===== src/design/lmc_ram.sv =====
// Generic simple dual-port RAM with one write port and a registered read port.
`timescale 1ns / 1ps
module lmc_ram #(
  parameter int WIDTH = 8,
  parameter int DEPTH = 16
) (
  input  logic                     clk,
  input  logic                     we,
  input  logic [$clog2(DEPTH)-1:0] waddr,
  input  logic [WIDTH-1:0]         wdata,
  input  logic [$clog2(DEPTH)-1:0] raddr,
  output logic [WIDTH-1:0]         rdata
);
  logic [WIDTH-1:0] mem [DEPTH];

  always_ff @(posedge clk) begin
    if (we) begin
      mem[waddr] <= wdata;
    end
    rdata <= mem[raddr];
  end
endmodule


===== config.mk =====
export PLATFORM = sky130hd
export DESIGN_NAME = lmc_ram
export DESIGN_NICKNAME = d
export VERILOG_FILES = /design/src/design/lmc_ram.sv
export SDC_FILE = /design/constraint.sdc
export NUM_CORES = 1
export LEC_CHECK = 0
export BUFFER_PORTS_ARGS = -buffer_cell sky130_fd_sc_hd__buf_4
export CORE_ASPECT_RATIO = 1.5
export CORE_MARGIN = 2
export CORE_UTILIZATION = 32
export DETAILED_ROUTE_END_ITERATION = 16
export GPL_TIMING_DRIVEN = 0
export SLEW_MARGIN = 15
export SYNTH_ARGS = -nofsm -noshare
export SYNTH_HDL_FRONTEND = slang
export SYNTH_SLANG_ARGS = --single-unit

===== constraint.sdc =====
create_clock -name clk -period 2.49 [get_ports clk]
set_input_delay 0.249 -clock clk [delete_from_list [all_inputs] [get_ports clk]]
set_output_delay 0.249 -clock clk [all_outputs]
set_load 0.05 [all_outputs]

==> results.py <==
metrics = {
    "synth": {
        "avgSynthCellArea_um2": 22.5,
        "synth_cells": 229,
        "syn_area_um2": 5150,
        "ys_ff_latch": 136,
        "syn_nets": 247,
        "synth.area.mux_share_pct": 15.0,
        "synth_top_family_by_area": "multiplexers",
        "seq_area_frac_synth_pct": 77.8,
        "synth-compound-area-share_pct": 2.33,
        "synth_adder_area_share_pct": 0,
        "yosys.cell_types.count": 19,
        "synth_warnings": 0,
        "synthXorXnorAreaFrac_pct": 0,
        "synth-simple-area-share_pct": 3.18,
    },
    "cells_and_area": {
        "nets": 290,
        "area_delta_synth_final_pct": 19.5,
        "diodes": 0,
        "post-route-util_pct": 39.2,
        "fillers": 1424,
        "drive_gt1_share_pct": 28.8,
        "final_area_um2": 6150,
    },
    "placement": {
        "dpl.hpwl_mm": 6.72,
        "dpl_cell_area_um2": 5600,
        "portBuffers": 24,
        "place_congestion": 0.823,
    },
    "timing": {
        "slew_headroom_pct": 41.4,
        "period_needed_ns": 1.56,
        "setup_viol": 0,
        "fmaxAchievable_mhz": 642,
        "hold_viol_final": 0,
        "slew_viol_final": 0,
        "fin_crit_sh_pct": 62.5,
        "worst_pin_slew_ns": 0.875,
        "rsz0062_at_grt": "no",
        "skew_ns": 0.00501,
        "setup_tns_ns": 0,
    },
    "clock_network": {
        "numCtsBuffers": 17,
        "cts_num_sinks": 136,
        "postCtsSetupRepairBufs": 0,
        "clock_tree.root_cell": "clkbuf_16",
        "cts_resized": 0,
        "tritoncts": "built",
        "cts_buffer_depth": 2,
        "path_clk_slew_ns": 0.05,
        "worstSkewPairLatency_ns": 0.41,
        "holdBufCountCts": 0,
        "htreeDepth": 4,
    },
    "setup_path": {
        "critical_path_class": "in2reg",
        "crit_buf_inv": 1,
        "worst_path_dominant_cell_family": "simple AND/OR/NAND/NOR gates",
        "cp.arrival_ns": 1.59,
        "cp-start-kind": "primary input",
        "crit_path_max_incr_delay_ns": 0.69,
        "cp_cell_sequence": "buf_4 -> or3b_2 -> nor2_1",
        "cp-end-kind": "register",
        "critPathSlowestCell": "nor2_1",
        "required_ns": 2.52,
        "cp_max_fo": 8,
    },
    "floorplanning": {
        "rows": 56,
        "die_w_um": 108,
        "die_y_um": 159,
        "io_pins": 26,
        "fp.dieArea_um2": 17100,
        "start_util_pct": 32.8,
        "core-area_um2": 15700,
    },
    "power_and_ir_drop": {
        "p_leak_nw": 2.03,
        "power_w": 0.00521,
        "irDropWorstVdd_mv": 0.401,
        "p_per_area_nw_per_um2": 848,
    },
    "detailed_routing": {
        "viasPerCell": 4.86,
        "vias": 2374,
        "first_pass_iters": 4,
        "wl_per_cell_um": 20.7,
        "routed_wl_mm": 10.1,
        "drtIter0Drc": 149,
        "drtAntennaViolNets": 0,
        "drc": 0,
    },
    "global_route": {
        "grt_overflow": 0,
        "grt_pass1_wl_mm": 15.0,
        "grt_max_degree": 17,
        "grtUsageTotal_pct": 12.6,
        "grt_pass1_vias": 2475,
        "antenna_found_initial": 0,
    },
    "min_path": {
        "min_path_type": "in2reg",
    },
    "outcome": {
        "status": "complete, no violations",
    },
    "job": {
        "cap_violations": 0,
    },
}
## routing by layer
metal	vias to the layer above	global-route usage [%]	wire [um]
li1	1060	-	-
met1	1227	15.0	3980
met2	74	21.1	5410
met3	13	3.23	474
met4	0	5.89	251
met5	-	0	0
## cells in the mapped netlist
cell type | number | area, um^2
clkdlybuf4s25_2 | 3 | 30.0
nor2b_1 | 1 | 6.26
nand3_1 | 1 | 5.00
buf_6 | 3 | 33.8
buf_4 | 1 | 7.51
nand2b_1 | 2 | 12.5
mux4_2 | 18 | 405
and2b_1 | 1 | 7.51
buf_2 | 3 | 15.0
or3b_2 | 1 | 8.76
and2_1 | 1 | 6.26
nor3_1 | 4 | 20.0
a22oi_1 | 16 | 120
nand3b_1 | 2 | 15.0
dfxtp_1 | 8 | 160
edfxtp_1 | 128 | 3840
nand2_1 | 9 | 33.8
nor2_1 | 13 | 48.8
mux4_1 | 14 | 368
## power by group
part	switching, W	total, W	internal [W]
Combinational	0.000197	0.000316	0.000119
Sequential	0.0000123	0.00257	0.00256
Clock	0.000867	0.00233	0.00146
Total	0.00108	0.00521	0.00414
## worst paths after layout
check,start,endpoint,slack (ns),cells after the start
min,wdata[6],mem[6][6]$_DFFE_PP_,0.17,1
max reg2reg,mem[1][3]$_DFFE_PP_,rdata[3]$_DFF_P_,1.02,3
max,waddr[2],mem[1][2]$_DFFE_PP_,0.93,3
min reg2reg,mem[14][1]$_DFFE_PP_,rdata[1]$_DFF_P_,0.70,3
## cells by family after synthesis
kind of cell | Yosys count
multiplexers | 32
flip-flops | 136
AO/OA/AOI/OAI | 16
buffers and inverters | 10
AND/OR/NAND/NOR | 35
## registers in the layout (all words and copies together), names as in the netlist
signal and count:
mem 128, rdata 8
## through the flow
| stage | std cells | hold slack (ns) | setup slack (ns) |
|---|---|---|---|
| 5_1_grt | 488 | 0.162 | 0.917 |
| 6_report | 488 | 0.167 | 0.934 |
| 3_5_place_dp | 456 | 0.576 | 0.506 |
| 3_3_place_gp | 456 | 0.562 | 0.107 |
| 4_1_cts | 488 | 0.147 | 0.939 |
| 2_1_floorplan | 229 | 0.348 | 0.748 |
## placed cells by master, fill, tap and decap left out
cell type,count
clkbuf_16,17
buf_2,3
clkdlybuf4s25_2,3
and2_1,1
nor2_1,13
clkbuf_1,5
mux4_1,14
clkinv_4,1
buf_4,25
nand3_1,1
bufinv_16,2
nand2_1,9
nand2b_1,2
or3b_2,1
clkinvlp_4,1
nor2b_1,1
nand3b_1,2
clkinv_1,2
mux4_2,18
edfxtp_1,128
nor3_2,4
buf_6,3
a22oi_1,16
clkinv_2,4
and2b_1,1
dfxtp_1,8
## area by class of cell
type / instances / area (um^2) / share of cell area (%)
Sequential cell: 136 / 4000 / 65.1
Multi-Input combinational cell: 83 / 1080 / 17.5
Clock buffer: 22 / 444 / 7.22
Tap cell: 203 / 254 / 4.13
Timing Repair Buffer: 24 / 180 / 2.93
Clock inverter: 10 / 104 / 1.69
Buffer: 10 / 86.3 / 1.40
Power figures use the tool's default switching activity.
